--- src/rtl/pmtd_pkg.sv ---
// ---------------------------------------------------------------------------
// pmtd_pkg
// Types, widths and tables shared by the telemetry decoder modules.
// ---------------------------------------------------------------------------
package pmtd_pkg;

  localparam int FRAC_BITS_DEF = 16;
  localparam int OUT_W  = 48;   // result field width
  localparam int NUM_W  = 43;   // magnitude of the direct-format numerator
  localparam int DEN_W  = 42;   // direct-format divisor
  localparam int P10_W  = 27;   // holds 10^8
  localparam int Q_DEPTH = 8;   // front-to-back queue entries
  localparam int Q_AW   = $clog2(Q_DEPTH);

  localparam logic [OUT_W-1:0] POS_MAX = {1'b0, {(OUT_W-1){1'b1}}};
  localparam logic [OUT_W-1:0] NEG_MAG = {1'b1, {(OUT_W-1){1'b0}}};

  typedef enum logic {
    FUNC_LINEAR11 = 1'b0,
    FUNC_DIRECT   = 1'b1
  } func_e;

  typedef enum logic [1:0] {
    CFG_COEF_M = 2'd0,
    CFG_COEF_B = 2'd1,
    CFG_COEF_R = 2'd2
  } cfg_idx_e;

  typedef struct packed {
    logic        func;
    logic [15:0] raw_word;
  } item_t;

  typedef struct packed {
    logic signed [OUT_W-1:0] value_q16;
    logic                    saturated;
    logic                    div_error;
  } result_t;

  // classified item handed from front to back
  typedef struct packed {
    logic             is_lin;
    logic [OUT_W-1:0] lin_val;
    logic             lin_sat;
    logic             err;
    logic             neg;
    logic [NUM_W-1:0] num;
    logic [DEN_W-1:0] den;
  } work_t;

  typedef struct packed {
    work_t            w;
    logic             ovf;
    logic [DEN_W-1:0] rem;
    logic [OUT_W-1:0] quo;
  } div_t;

  typedef struct packed {
    logic [1:0] inflight;
  } front_sts_t;

  function automatic logic [P10_W-1:0] pow10(input logic [3:0] idx);
    logic [P10_W-1:0] p;
    unique case (idx)
      4'd0:    p = P10_W'(1);
      4'd1:    p = P10_W'(10);
      4'd2:    p = P10_W'(100);
      4'd3:    p = P10_W'(1000);
      4'd4:    p = P10_W'(10000);
      4'd5:    p = P10_W'(100000);
      4'd6:    p = P10_W'(1000000);
      4'd7:    p = P10_W'(10000000);
      4'd8:    p = P10_W'(100000000);
      default: p = P10_W'(1);
    endcase
    return p;
  endfunction

endpackage

--- src/rtl/pmtd_queue.sv ---
// ---------------------------------------------------------------------------
// pmtd_queue
// Short FIFO between front and back; it pops an item to the back whenever it holds one.
// ---------------------------------------------------------------------------
module pmtd_queue import pmtd_pkg::*; (
  input  logic          clk_i,
  input  logic          rst_ni,
  input  logic          push_i,
  input  work_t         data_i,
  output logic          valid_o,
  output work_t         data_o,
  output logic [Q_AW:0] count_o
);

  work_t           mem_q [Q_DEPTH];
  logic [Q_AW-1:0] wr_q, rd_q;
  logic [Q_AW:0]   cnt_q;
  logic            pop;
  logic            valid_q;
  work_t           data_q;

  assign pop = (cnt_q != '0);

  always_ff @(posedge clk_i or negedge rst_ni) begin
    if (!rst_ni) begin
      wr_q    <= '0;
      rd_q    <= '0;
      cnt_q   <= '0;
      valid_q <= 1'b0;
    end else begin
      if (push_i) wr_q <= wr_q + 1'b1;
      if (pop)    rd_q <= rd_q + 1'b1;
      cnt_q   <= cnt_q + (Q_AW+1)'(push_i) - (Q_AW+1)'(pop);
      valid_q <= pop;
    end
  end

  always_ff @(posedge clk_i) begin
    if (push_i) mem_q[wr_q] <= data_i;
  end

  // registered read port
  always_ff @(posedge clk_i) begin
    if (pop) data_q <= mem_q[rd_q];
  end

  assign valid_o = valid_q;
  assign data_o  = data_q;
  assign count_o = cnt_q;

endmodule

--- config.mk ---
export PLATFORM = sky130hd
export DESIGN_NAME = pmtd_queue
export DESIGN_NICKNAME = d
export VERILOG_FILES = /design/src/rtl/pmtd_pkg.sv /design/src/rtl/pmtd_queue.sv
export SDC_FILE = /design/constraint.sdc
export NUM_CORES = 1
export LEC_CHECK = 0
export ABC_CLOCK_PERIOD_IN_PS = 13900
export BUFFER_PORTS_ARGS = -buffer_cell sky130_fd_sc_hd__buf_2
export CAP_MARGIN = 25
export CORE_AREA = 10 10 384 386
export CTS_CLUSTER_DIAMETER = 200
export DETAILED_ROUTE_END_ITERATION = 8
export DIE_AREA = 0 0 394 396
export GPL_TIMING_DRIVEN = 0
export PLACE_DENSITY = 0.56
export SETUP_SLACK_MARGIN = 0.2
export SLEW_MARGIN = 20
export SYNTH_ARGS = -nofsm -noshare
export SYNTH_HDL_FRONTEND = slang
export SYNTH_SLANG_ARGS = --single-unit
--- constraint.sdc ---
create_clock -name clk_i -period 13.9 [get_ports clk_i]
set_input_delay 0.695 -clock clk_i [delete_from_list [all_inputs] [get_ports clk_i]]
set_output_delay 0.695 -clock clk_i [all_outputs]
set_load 0.1 [all_outputs]
## Word level (Yosys, flattened, before mapping)

Memories as Yosys holds them, arrays and structs flattened. A register that Yosys moved wholly into a read port is not among the register bits.
Index checks and enable logic that the tools add are counted.

- Bits of input ports: 140
- Bits in read-only memories: 0
- Word-level logic and storage cells: 12
- Memory bits (writable): 1096
- Flip-flop bits (word level): 11
- Output and inout bits: 142
- Bits in latches: 0
- Memories: 1

Memories:

| name | words | width | rd ports | clocked after memory_dff | wr ports | RTL line | source |
|---|---|---|---|---|---|---|---|
| mem_q | 8 | 137 | 1 | 1 | 1 | pmtd_queue.sv:15 | `work_t mem_q [Q_DEPTH];` |

- Mux-type cells: 2
- Shifts and indexed selects: 0
- Bitwise logic cells: 0
- Add/subtract/negate cells: 4
- $mul: 0
- Magnitude comparators: 0
- Reductions and logical operators: 1
- Equality and inequality tests: 0
- Div/mod/pow operators: 0

Operators with widths:

| operator | number |
|---|---|
| 3-bit by 1-bit adder with 3-bit output (second input constant) | 2 |
| 4-bit by 1-bit adder with 4-bit output | 1 |
| 4-bit nonzero test | 1 |
| 4-bit by 1-bit subtractor with 4-bit output | 1 |
| 1-bit two-way mux | 2 |

## Logic depth before layout (Yosys ltp)

- Word-level depth: 2
- Gate-level depth with buffers: 10
- Mapped depth without buffers: 9

## Worst setup path before layout

Ideal clock, no wire load.

- Path type: input -> register
- Start: in push_i
- End: mem mem_q[0][0] (netlist name) (enable)
- Required time: 13.099 ns
- Arrival time: 10.032 ns
- Setup slack: 3.067 ns
- Stages: 2
- Path buffers: 0
- Cells stage by stage: nand2b_1 nor3_1

- Cells in the longest elaborated chain, start to end: 2

Ends and longest elaborated chain:

| item | RTL line | source |
|---|---|---|
| from (decl) | pmtd_queue.sv:8 | `input logic push_i,` |
| 1-bit two-way mux | pmtd_queue.sv:39 | `if (push_i) mem_q[wr_q] <= data_i;` |
| 1-bit two-way mux (implied by the code) | pmtd_queue.sv:39 |  |
| to (decl) | pmtd_queue.sv:15 |  |

Every way passes these cells.

## Worst setup path after layout

- Start: reg wr_q[1]
- End: mem mem_q[0][90] (netlist name) (enable)

RTL lines:

| item | RTL line | source |
|---|---|---|
| from (decl) | pmtd_queue.sv:16 | `logic [Q_AW-1:0] wr_q, rd_q;` |
| from (signal assigned) | pmtd_queue.sv:31 | `if (push_i) wr_q <= wr_q + 1'b1;` |

Straight into the memory's write port.

==> metrics.cfg <==
[run_status]
run_status=complete, no violations

[clock_network]
cts_buffer_depth=3
path_clk_slew_ns=0.07
clkSinkCount=1244
cts_tree=built
cts_buffers=135
cts_resized=0
worstSkewPairLatency_ns=0.77
post_cts_buffers=0
htreeDepth=4
cts_root_buf=clkbuf_16

[critical_path]
cp_slowest_cell=dfrtp_1
worstPathMaxFanout=8
crit_required_ns=14.36
cp-end-kind=flop
crit_path_frequent_cell=buf_4
timing.critical_path.cells=nand2b_1, nor3_2, buf_4, buf_4, buf_4, buf_4, buf_4, buf_4, buf_4, buf_4
worst-endpoint-arrival_ns=3.53
crit_buf_inv=8
startpoint_type=flop
cp_slowest_stage_delay_ns=0.41
cp_top_family=buffers and inverters
critPathKind=flop to flop

[timing]
holdWs_ns=0.198
fin_skew_ns=0.0242
max_freq_ghz=0.326
relSlewSlack_pct=36.6
setup_violations=0
tightestPinTransition_ns=0.952
post-route-min-period_ns=3.07
hold_viol_final=0
worst_slack_ns=10.83
period_share_pct=22.1
slew_violations=0
rsz0062_at_grt=false

[synthesis]
ys.warnings.count=0
synth_seq_cells=1244
synth_top_family_by_area=multiplexers
synth_cells=1775
synth-compound-area-share_pct=0.0273
synth_nets=1923
synth_top_cell_by_area=edfxtp_1
synth_fa_ha_area_share_pct=0.235
yosys.area_share.simple_pct=0.164
syn_area_per_cell_um2=25.8
muxShareOfSynthArea_pct=16.9
yosysTopAreaCellShare_pct=80.8
synth_xor_area_share_pct=0.115
ys_types=20
netlist_top_cells_area=edfxtp_1 (81%), mux4_2 (13%), mux2_2 (3.4%), buf_6 (0.69%), dfrtp_1 (0.60%)
yosysSeqAreaShare_pct=81.4
synth_area_mm2=0.0458

[route]
remaining_drc_errors=0
first_pass_iters=4
via_count=20400
routed_wl_um=110000
post_drt_via_cell_ratio=4.77
postRouteAntennaNets=0
avgRoutedWirePerCell_um=25.6
drt_iter0_drc=1530

[job]
maxCapViolCount=0

[pwr]
power_mw=13.4
cellPowerDensity_mw_per_mm2=240
p_leak_nw=18.2
vdd_ir_drop_max_mv=0.263

[layout]
nFillCells=12300
most-common-layout-cells=edfxtp_1 (1,233), buf_2 (288), mux4_2 (274)
drive_gt1_share_pct=43.1
final_common_cell=edfxtp_1
syn_to_final_growth_pct=21.5
layout.nets=2451

[die]
die_x_um=394
rows=137
start_util_pct=32.9
die_height_um=396
die_area_mm2=0.156
num_io_pins=282
core_mm2=0.139

[global_routing]
gr-total-overflow=0
grtUsageTotal_pct=14.0
grt_pass1_vias=22200
grt_pass1_wl_um=159000
grt_start_max_net_pins=41
antenna_found_initial=36

[placement]
dp_hpwl_um=72300
pre_cts_ws_ns=10.33
port_buffers=281
gp_congestion=0.698

[hold_path]
worstHoldPathType=input pin to flop

## power breakdown
part	leakage [nW]	switching [mW]	internal (mW)
Sequential	11.5	0.201	4.98
Clock	2.02	1.46	1.92
Combinational	4.71	3.24	1.60
## area by class of cell
class / count / area, um2 / share of cell area (%)
sequential: 1244 / 37300 / 67.0
multi-input combinational: 445 / 8040 / 14.4
clock buffer: 162 / 3490 / 6.27
timing repair buffer: 391 / 3300 / 5.92
tap: 1876 / 2350 / 4.21
clock inverter: 76 / 659 / 1.18
buffer: 78 / 517 / 0.928
inverter: 8 / 30.0 / 0.0539
antenna: 4 / 10.0 / 0.0180
## worst paths after layout
check	startpoint	end	slack (ns)	cells after the start
worst max-delay path	wr_q[1]	mem_q[0][90]	10.83	10
worst min-delay path	data_i[128]	mem_q[0][128]	0.20	1
worst max register to register	wr_q[1]	mem_q[0][90]	10.83	10
worst min register to register	wr_q[1]	wr_q[1]	0.58	1
max in group asynchronous	rst_ni	rd_q[2]	13.34	2
min in group asynchronous	rst_ni	count_o[3]	0.34	2
## cells by family after synthesis
logic type / Yosys count
flip-flops: 1244
multiplexers: 413
buffers and inverters: 86
AND/OR/NAND/NOR: 16
adder cells (fa/ha/maj): 8
XOR/XNOR: 6
AO/OA/AOI/OAI: 2
## layer usage
metal  wire length (um)  vias up  share of wire (%)  global-route usage, %
li1                   -     8711                  -                      -
met1              45900    11000                 42                   17.9
met2              54600      514                 50                   23.1
met3               7180      178                6.6                   4.33
met4               1800       36                1.6                   3.33
met5                216        -               0.20                      0
## through the flow
stage	utilization, %	instance area, um2	std cells	setup TNS [ns]
finish	40.0	55700	4284	0
CTS	40.0	55700	4279	0
detailed placement	37.0	51500	4040	0
floorplan	-	45800	1775	0
global placement	35.6	49600	3932	-3296.09
global route	40.0	55700	4281	0
## sequential cells by signal (all words and copies together) (netlist names)
name     flops
mem_q     1096
wr_q         3
rd_q         3
data_o     137
count_o      4
valid_o      1
## cells in the mapped netlist (all sizes together)
cell type  instances
inv                8
or3b               1
ha                 7
xor2               3
a21oi              1
nor2               6
dfrtp             11
mux4             274
clkbuf            20
nand2b             3
mux2             139
xnor2              3
nor3               2
fa                 1
nand2              4
a21o               1
edfxtp          1233
buf               58
## worst reg2reg max path, stage by stage, from the launching register on
cell      delay (ns)
dfrtp_1         0.41
nand2b_1        0.31
nor3_2          0.36
buf_4           0.24
buf_4           0.20
buf_4           0.20
buf_4           0.21
buf_4           0.22
buf_4           0.21
buf_4           0.21
buf_4           0.19
## repair_timing
action / in CTS / in global routing
endpoints found under the hold margin: 11 / 0
hold buffers: 1 / 0
endpoints found under the setup margin: 0 / 0
(Power assumes the default switching activity.)
