$ cat src/rtl/pmtd_pkg.sv
// ---------------------------------------------------------------------------
// pmtd_pkg
// Types, widths and tables shared by the telemetry decoder modules.
// ---------------------------------------------------------------------------
package pmtd_pkg;

  localparam int FRAC_BITS_DEF = 16;
  localparam int OUT_W  = 48;   // result field width
  localparam int NUM_W  = 43;   // magnitude of the direct-format numerator
  localparam int DEN_W  = 42;   // direct-format divisor
  localparam int P10_W  = 27;   // holds 10^8
  localparam int Q_DEPTH = 8;   // front-to-back queue entries
  localparam int Q_AW   = $clog2(Q_DEPTH);

  localparam logic [OUT_W-1:0] POS_MAX = {1'b0, {(OUT_W-1){1'b1}}};
  localparam logic [OUT_W-1:0] NEG_MAG = {1'b1, {(OUT_W-1){1'b0}}};

  typedef enum logic {
    FUNC_LINEAR11 = 1'b0,
    FUNC_DIRECT   = 1'b1
  } func_e;

  typedef enum logic [1:0] {
    CFG_COEF_M = 2'd0,
    CFG_COEF_B = 2'd1,
    CFG_COEF_R = 2'd2
  } cfg_idx_e;

  typedef struct packed {
    logic        func;
    logic [15:0] raw_word;
  } item_t;

  typedef struct packed {
    logic signed [OUT_W-1:0] value_q16;
    logic                    saturated;
    logic                    div_error;
  } result_t;

  // classified item handed from front to back
  typedef struct packed {
    logic             is_lin;
    logic [OUT_W-1:0] lin_val;
    logic             lin_sat;
    logic             err;
    logic             neg;
    logic [NUM_W-1:0] num;
    logic [DEN_W-1:0] den;
  } work_t;

  typedef struct packed {
    work_t            w;
    logic             ovf;
    logic [DEN_W-1:0] rem;
    logic [OUT_W-1:0] quo;
  } div_t;

  typedef struct packed {
    logic [1:0] inflight;
  } front_sts_t;

  function automatic logic [P10_W-1:0] pow10(input logic [3:0] idx);
    logic [P10_W-1:0] p;
    unique case (idx)
      4'd0:    p = P10_W'(1);
      4'd1:    p = P10_W'(10);
      4'd2:    p = P10_W'(100);
      4'd3:    p = P10_W'(1000);
      4'd4:    p = P10_W'(10000);
      4'd5:    p = P10_W'(100000);
      4'd6:    p = P10_W'(1000000);
      4'd7:    p = P10_W'(10000000);
      4'd8:    p = P10_W'(100000000);
      default: p = P10_W'(1);
    endcase
    return p;
  endfunction

endpackage

$ cat src/rtl/pmtd_front.sv
// ---------------------------------------------------------------------------
// pmtd_front
// Accepts items, decodes LINEAR11 in full and forms numerator and divisor
// for the direct format over three stages.
// ---------------------------------------------------------------------------
module pmtd_front import pmtd_pkg::*; #(
  parameter int FRAC_BITS = FRAC_BITS_DEF
) (
  input  logic               clk_i,
  input  logic               rst_ni,
  input  logic               take_i,
  input  item_t              item_i,
  input  logic signed [15:0] coef_m_i,
  input  logic signed [15:0] coef_b_i,
  input  logic signed [4:0]  coef_r_i,
  output logic               out_valid_o,
  output work_t              out_o,
  output front_sts_t         sts_o
);

  // stage A
  logic               a_valid_q;
  logic               a_is_lin_q, a_lin_sat_q, a_rneg_q, a_mzero_q, a_mneg_q;
  logic [OUT_W-1:0]   a_lin_val_q;
  logic [15:0]        a_word_q, a_mabs_q;
  logic signed [15:0] a_b_q;
  logic [3:0]         a_pidx_q;
  // stage B
  logic               b_valid_q;
  logic               b_is_lin_q, b_lin_sat_q, b_mzero_q, b_mneg_q;
  logic [OUT_W-1:0]   b_lin_val_q;
  logic signed [NUM_W-1:0] b_mb_q;
  logic [NUM_W-1:0]   b_mw_q;
  logic [DEN_W-1:0]   b_den_q;
  // stage C
  logic               c_valid_q;
  work_t              c_q;

  logic               y_neg;
  logic [11:0]        y_mag;
  logic signed [6:0]  sh;
  logic [6:0]         sh_neg;
  logic [63:0]        lin_mag;
  logic               lin_sat;
  logic [OUT_W-1:0]   lin_val;
  logic signed [4:0]  r_cl;
  logic [4:0]         r_abs;

  always_comb begin
    y_neg  = item_i.raw_word[10];
    y_mag  = y_neg ? (12'h000 - {1'b1, item_i.raw_word[10:0]})
                   : {1'b0, item_i.raw_word[10:0]};
    sh     = $signed({{2{item_i.raw_word[15]}}, item_i.raw_word[15:11]})
             + 7'(FRAC_BITS);
    sh_neg = 7'h00 - sh;
    if (!sh[6]) begin
      lin_mag = 64'(y_mag) << sh[5:0];
    end else begin
      lin_mag = 64'(y_mag) >> sh_neg[5:0];
    end
    if (y_neg) begin
      lin_sat = lin_mag > 64'(NEG_MAG);
      lin_val = lin_sat ? NEG_MAG : (OUT_W'(0) - lin_mag[OUT_W-1:0]);
    end else begin
      lin_sat = lin_mag > 64'(POS_MAX);
      lin_val = lin_sat ? POS_MAX : lin_mag[OUT_W-1:0];
    end
    if (coef_r_i < -5'sd8) begin
      r_cl = -5'sd8;
    end else if (coef_r_i > 5'sd8) begin
      r_cl = 5'sd8;
    end else begin
      r_cl = coef_r_i;
    end
    r_abs = r_cl[4] ? (5'd0 - r_cl) : r_cl;
  end

  // stage B: scale by 10^|R| on the side that R selects
  logic [P10_W-1:0]        p10, f_b, f_w;
  logic signed [NUM_W:0]   mul_b;
  logic [NUM_W-1:0]        mul_w, mul_d;

  always_comb begin
    p10   = pow10(a_pidx_q);
    f_b   = a_rneg_q ? P10_W'(1) : p10;
    f_w   = a_rneg_q ? p10 : P10_W'(1);
    mul_b = $signed(a_b_q) * $signed({1'b0, f_b});
    mul_w = a_word_q * f_w;
    mul_d = a_mabs_q * f_b;
  end

  // stage C: numerator = word*fw - b*fb, split into sign and magnitude
  logic signed [NUM_W+1:0] num;
  logic [NUM_W+1:0]        num_abs;

  always_comb begin
    num     = $signed({2'b00, b_mw_q}) - $signed({{2{b_mb_q[NUM_W-1]}}, b_mb_q});
    num_abs = num[NUM_W+1] ? ((NUM_W+2)'(0) - num) : num;
  end

  always_ff @(posedge clk_i or negedge rst_ni) begin
    if (!rst_ni) begin
      a_valid_q <= 1'b0;
      b_valid_q <= 1'b0;
      c_valid_q <= 1'b0;
    end else begin
      a_valid_q <= take_i;
      b_valid_q <= a_valid_q;
      c_valid_q <= b_valid_q;
    end
  end

  always_ff @(posedge clk_i) begin
    a_is_lin_q  <= (item_i.func == FUNC_LINEAR11);
    a_lin_val_q <= lin_val;
    a_lin_sat_q <= lin_sat;
    a_word_q    <= item_i.raw_word;
    a_b_q       <= coef_b_i;
    a_pidx_q    <= r_abs[3:0];
    a_rneg_q    <= r_cl[4];
    a_mzero_q   <= (coef_m_i == 16'sd0);
    a_mneg_q    <= coef_m_i[15];
    a_mabs_q    <= coef_m_i[15] ? (16'h0000 - coef_m_i) : coef_m_i;

    b_is_lin_q  <= a_is_lin_q;
    b_lin_val_q <= a_lin_val_q;
    b_lin_sat_q <= a_lin_sat_q;
    b_mzero_q   <= a_mzero_q;
    b_mneg_q    <= a_mneg_q;
    b_mb_q      <= mul_b[NUM_W-1:0];
    b_mw_q      <= mul_w;
    b_den_q     <= mul_d[DEN_W-1:0];

    c_q.is_lin  <= b_is_lin_q;
    c_q.lin_val <= b_lin_val_q;
    c_q.lin_sat <= b_lin_sat_q;
    c_q.err     <= b_mzero_q;
    c_q.neg     <= num[NUM_W+1] ^ b_mneg_q;
    c_q.num     <= num_abs[NUM_W-1:0];
    c_q.den     <= b_den_q;
  end

  assign out_valid_o    = c_valid_q;
  assign out_o          = c_q;
  assign sts_o.inflight = 2'({1'b0, a_valid_q} + {1'b0, b_valid_q} + {1'b0, c_valid_q});

endmodule

$ cat config.mk
export PLATFORM = sky130hd
export DESIGN_NAME = pmtd_front
export DESIGN_NICKNAME = d
export VERILOG_FILES = /design/src/rtl/pmtd_pkg.sv /design/src/rtl/pmtd_front.sv
export SDC_FILE = /design/constraint.sdc
export NUM_CORES = 2
export LEC_CHECK = 0
export ABC_AREA = 0
export BUFFER_PORTS_ARGS = -buffer_cell sky130_fd_sc_hd__buf_2
export CAP_MARGIN = 20
export CORE_ASPECT_RATIO = 0.6
export CORE_MARGIN = 4
export CORE_UTILIZATION = 60
export DETAILED_ROUTE_END_ITERATION = 7
export PLACE_DENSITY = 0.77
export SYNTH_ARGS = -nofsm -noshare
export SYNTH_HDL_FRONTEND = slang
export SYNTH_SLANG_ARGS = --single-unit
$ cat constraint.sdc
create_clock -name clk_i -period 12.9 [get_ports clk_i]
set_input_delay 2.58 -clock clk_i [delete_from_list [all_inputs] [get_ports clk_i]]
set_output_delay 2.58 -clock clk_i [all_outputs]
set_load 0.05 [all_outputs]
# Word level (Yosys, flattened, before mapping)
# Memory sizes are Yosys's and may differ from the RTL's. A register that Yosys moved wholly into a read port is not among the register bits.
# Index checks and enable logic that the tools add are counted.
[totals] elab_cells=64 inputBits=57 mem_count=1 output_inout_bits=140 rom_bits=400 regBits=421
[classes] muxes=13 n_shift=2 reduce_logical=1 magnitude_cmp=4 n_addsub=10 multipliers=3 bitwise=2
[mem_list] memory="(name not given)" words=16 word_bits=25 read_ports=1 rd_clocked_by_memory_dff=1 write_ports=0 line="pmtd_pkg.sv:64" source="unique case (idx)"
[op_table] operator="two-way mux 48 bit" n=3
[op_table] operator="> comparator 64 x 47 -> 1 bit (second input constant)" n=1
[op_table] operator="> comparator 64 x 48 -> 1 bit (second input constant)" n=1
[op_table] operator="two-way mux 64 bit" n=1
[op_table] operator="left shift 12 x 6 -> 64 bit" n=1
[op_table] operator=">> shifter 12 x 6 -> 64 bit" n=1
[op_table] operator="two-way mux 27 bit" n=2
[op_table] operator="subtractor 1 x 48 -> 48 bit (first input constant)" n=1
[op_table] operator="subtractor 44 x 43 -> 45 bit" n=1
[op_table] operator="multiplier 16 x 27 -> 43 bit" n=1
[op_table] operator="multiplier 16 x 28 -> 43 bit" n=1
[op_table] operator="two-way mux 43 bit" n=1
[op_table] operator="subtractor 1 x 43 -> 43 bit (first input constant)" n=1
[op_table] operator="multiplier 16 x 27 -> 42 bit" n=1
[op_table] operator="zero test 16 bit" n=1
[op_table] operator="subtractor 1 x 16 -> 16 bit (first input constant)" n=1
[op_table] operator="two-way mux 15 bit" n=1
[op_table] operator="two-way mux 12 bit" n=1
[op_table] operator="subtractor 1 x 12 -> 12 bit (first input constant)" n=1
[op_table] operator="two-way mux 5 bit" n=2
[op_table] operator="adder 5 x 6 -> 7 bit (second input constant)" n=1
[op_table] operator="subtractor 1 x 6 -> 6 bit (first input constant)" n=1
[op_table] operator="> comparator 5 bit (second input constant)" n=1
[op_table] operator="< comparator 5 x 4 -> 1 bit (second input constant)" n=1
[op_table] operator="7 further kinds" n=7

# Longest topological paths before layout
[logic_depth] word_depth=7 depth_mapped=30 ltp_nobuf=27

# Worst setup path before layout
# No wires, ideal clock.
[synth_path] path_type="register -> register" startpoint="reg a_rneg_q" endpoint="reg b_mw_q[41]" path_slack_ns=5.806 arrival_time_ns=7.022 synth_period_minus_slack_ns=7.094 stages_incl_launch_ff=27 n_path_buf=3 setup_ns=0.072 required_ns=12.828 path_cell_list="dfxtp_1 -> clkbuf_1 -> clkbuf_1 -> and2_1 -> clkbuf_1 -> nand2_1 -> fa_1 -> fa_1 -> inv_1 -> fa_1 -> fa_1 -> fa_1 -> inv_1 -> fa_1 -> inv_1 -> ha_1 -> a21o_1 -> a21o_1 -> a21o_1 -> a211oi_1 -> o211a_1 -> a21oi_1 -> o41ai_1 -> o211ai_1 -> a21o_1 -> a21oi_1 -> xnor2_1"
[synth_between] elab_chain_len=2
[synth_lines] item="start, declared" line="pmtd_front.sv:23" source="logic a_is_lin_q, a_lin_sat_q, a_rneg_q, a_mzero_q, a_mneg_q;"
[synth_lines] item="start signal, assigned" line="pmtd_front.sv:120" source="a_rneg_q <= r_cl[4];"
[synth_lines] item="two-way mux 27 bit" line="pmtd_front.sv:86" source="f_w = a_rneg_q ? p10 : P10_W'(1);"
[synth_lines] item="multiplier 16 x 27 -> 43 bit" line="pmtd_front.sv:88" source="mul_w = a_word_q * f_w;"
[synth_lines] item="named net mul_w[41]" line="pmtd_front.sv:81" source="logic [NUM_W-1:0] mul_w, mul_d;"
[synth_lines] item="end signal, assigned" line="pmtd_front.sv:131" source="b_mw_q <= mul_w;"
[synth_lines] item="end, declared" line="pmtd_front.sv:33" source="logic [NUM_W-1:0] b_mw_q;"
# The timed path passes the listed nets, and every way through them passes these cells.
# A chain may end at the register's enable or synchronous reset.

# Worst setup path after layout
[layout_path] startpoint="reg a_rneg_q" endpoint="reg b_mw_q[42]"
# Same word-level chain as after synthesis.

==> metrics.cfg <==
[outcome]
outcome=finished, final reports clean

[placement]
hpwlAfterDp_um=120000
preCtsSetupSlack_ps=4340
post_dp_cell_area_sq_um=56700
gp_congestion=0.979
port-buffer-count=195

[floorplanning]
initial_core_utilization=0.608
chipHeight_um=242
floorplan.io_pins=197
placeable_core_region_sq_um=90100
fp.dieW_um=398
floorplan.rows=85
fp.dieArea_sq_um=96300

[routing]
dr.first_iter.drc_count=3944
drt-total-wl_um=148000
number_of_design_rule_violations_left_after_detail_routing=0
via_count=41434
detail_route.first_pass.iterations=7
via_per_inst=5.70
ant_nets=0
wire_per_inst_um=20.3

[sta]
setup_slack_ps=4270
worst_slew_margin_rel=0.218
setup_total_negative_slack_ps=0
final-setup-viol-count=0
fmaxAchievable_mhz=116
period_share=0.669
finalHoldViolations=0
tightestPinTransition_ps=1170
finalClockSkew_ps=42.8
minimum_period_implied_by_the_final_worst_setup_slack_ps=8630
count_of_final_max_slew_check_failures=0
grt_setup_unrepaired=no

[finish]
drive_above_1_share=0.0650
synthToLayoutAreaGrowth_pct=6.37
final_util=0.647
multi_input_comb_area_sq_um=40200
seqCellArea_sq_um=8790
fill_cells=7511
fin_area_sq_um=58200
finish.net_count=7506

[logic_synthesis]
ys.flop_type=dfxtp_1
netlist.area_leader.share=0.348
synth_top_cells_by_area=fa_1, dfxtp_1, ha_1
mappedNetlistArea_sq_um=54800
yosysMostFrequentCell=inv_1
ys_types=95
synth_area_leader_cell=fa_1
synth-edff-count=0
synth-warning-count=0
async_flop_share=0.00685
post_synth_inst_count=5995
synth-seq-area-share=0.160
synth_seq_cells=438
postSynthAreaPerCell_sq_um=9.13
post_synth_most_frequent_cells=inv_1, fa_1, nand2_1

[setup_path]
timing_worst_setup_path_type=reg -> reg
worst_ep_arrival_time_ps=9110
path_cells=buf_4 > nand2b_1 > nand2_1 > fa_1 > fa_1 > inv_1 > fa_1 > fa_1 > fa_1 > inv_1 > fa_1 > inv_1 > ha_1 > a2111oi_0 > o21a_1 > o21ai_0 > a32o_1 > o31ai_1 > a311o_1 > a31oi_1 > a211oi_1 > a21oi_1 > xnor2_1
worst_path_slowest_cell=dfxtp_4
required_ps=13390
slowest_delay_ps=750
cp_num_buf_inv=4
worst_setup_path_start_kind=flop
worst_path_most_repeated_cell=fa_1
timing.critical_path.max_delay_family=adder cells
worstSetupEndpointType=flop
crit_path_max_fanout=85

[clocking]
post-cts-setup-buffers=0
worstSkewPairLatency_ps=640
cts.sinks=438
cts_buffers=44
tritoncts=done
cts-resized-gates=0
cts_max_path_buffers=3
htree_levels=2
clkSlewWorstSetupHoldPaths_ps=80
holdBufCountCts=0
cts_root_buf=clkbuf_16

[flow_run]
drv.max_cap_violation_count=0

[power_and_ir_drop]
p_leak_nw=30.0
irDropWorstVdd_uv=174
power.density_cell_area_nw_per_um2=185
total_power_mw=10.8

[global_route]
grt_pass1_vias=42662
grt.total_usage=0.314
wire_length_of_the_first_global_routing_pass_um=238000
grt_antenna_before_repair=4
grt_start_max_net_pins=86
grt_overflow=0

[worst_hold_path]
holdCritPathClass=reg -> reg

[sequential cells by signal (all words and copies together), names as in the netlist]
name and count:
b_mb_q 43, a_mzero_q 1, a_word_q 16, b_is_lin_q 1, out_valid_o 1, a_mabs_q 16, out_o 136, a_mneg_q 1
b_valid_q 1, p10 20, a_lin_val_q 48, a_is_lin_q 1, a_rneg_q 1, a_b_q 16, b_mw_q 43, b_mzero_q 1
b_mneg_q 1, b_den_q 42, a_valid_q 1, b_lin_val_q 48
[power breakdown]
group	leakage [nW]	total, mW	switching (mW)	internal (mW)
clock	0.733	1.38	0.630	0.747
sequential	3.69	2.00	0.202	1.80
combinational	25.6	7.39	4.71	2.68
total	30.0	10.8	5.55	5.22
[layout by cell type (no fill, tap or decap), types with 10 or more instances in the layout]
master,count
a211o_1,11
a211oi_1,21
a21o_1,60
a21oi_1,176
a31oi_1,35
and2_1,386
and3_1,189
buf_2,196
buf_4,45
clkbuf_16,45
dfxtp_1,434
fa_1,952
ha_1,482
inv_1,1296
mux2i_1,11
nand2_1,590
nand2b_1,37
nand3_1,65
nand4_1,22
nor2_1,173
nor2b_1,23
nor2b_4,10
nor3_1,41
nor4_1,12
o211ai_1,24
o21a_1,31
o21ai_0,138
o21bai_1,23
o22ai_1,14
o31ai_1,20
or2_2,15
or3_1,18
xnor2_1,171
xor2_1,58
[per-stage QoR]
step           hold WS (ps)  std cells
6_report                319       7271
5_1_grt                 330       7268
4_1_cts                 322       7267
3_5_place_dp            312       7186
3_3_place_gp            310       7186
2_1_floorplan           310       5996
[path summary, 6_finish.rpt]
kind	from	end	slack, ps	cells past startpoint
min in group asynchronous	rst_ni	b_valid_q$_DFF_PN0_	1740	1
max in group asynchronous	rst_ni	a_valid_q$_DFF_PN0_	11040	1
setup / recovery	a_rneg_q$_DFF_P_	b_mw_q[42]$_DFF_P_	4270	23
hold / removal	a_lin_val_q[23]$_DFF_P_	b_lin_val_q[23]$_DFF_P_	320	0
hold reg to reg	a_lin_val_q[23]$_DFF_P_	b_lin_val_q[23]$_DFF_P_	320	0
setup reg to reg	a_rneg_q$_DFF_P_	b_mw_q[42]$_DFF_P_	4270	23
[layer usage]
metal | global-route usage | share of wire | vias up
met5 | 0 | 0.000088 | -
met4 | 0.0659 | 0.022 | 2
met3 | 0.107 | 0.14 | 215
met2 | 0.415 | 0.39 | 2360
met1 | 0.492 | 0.45 | 20289
li1 | - | - | 18568
[area by class of cell]
| class | count | share of cell area |
|---|---|---|
| Antenna cell | 3 | 0.000129 |
| Clock buffer | 48 | 0.0197 |
| Clock inverter | 33 | 0.00685 |
| Inverter | 1299 | 0.0837 |
| Multi-Input combinational cell | 3991 | 0.690 |
| Sequential cell | 438 | 0.151 |
| Tap cell | 1218 | 0.0262 |
| Timing Repair Buffer | 241 | 0.0226 |
[kinds of logic after synthesis]
logic type / share of synthesized area
other: 0.0000685
XOR/XNOR: 0.0370
adder cells (fa/ha/maj): 0.458
multiplexers: 0.00324
flip-flops: 0.160
buffers and inverters: 0.108
AND/OR/NAND/NOR: 0.152
AO/OA/AOI/OAI: 0.0817
No activity file was read; power rests on OpenSTA's default activity.
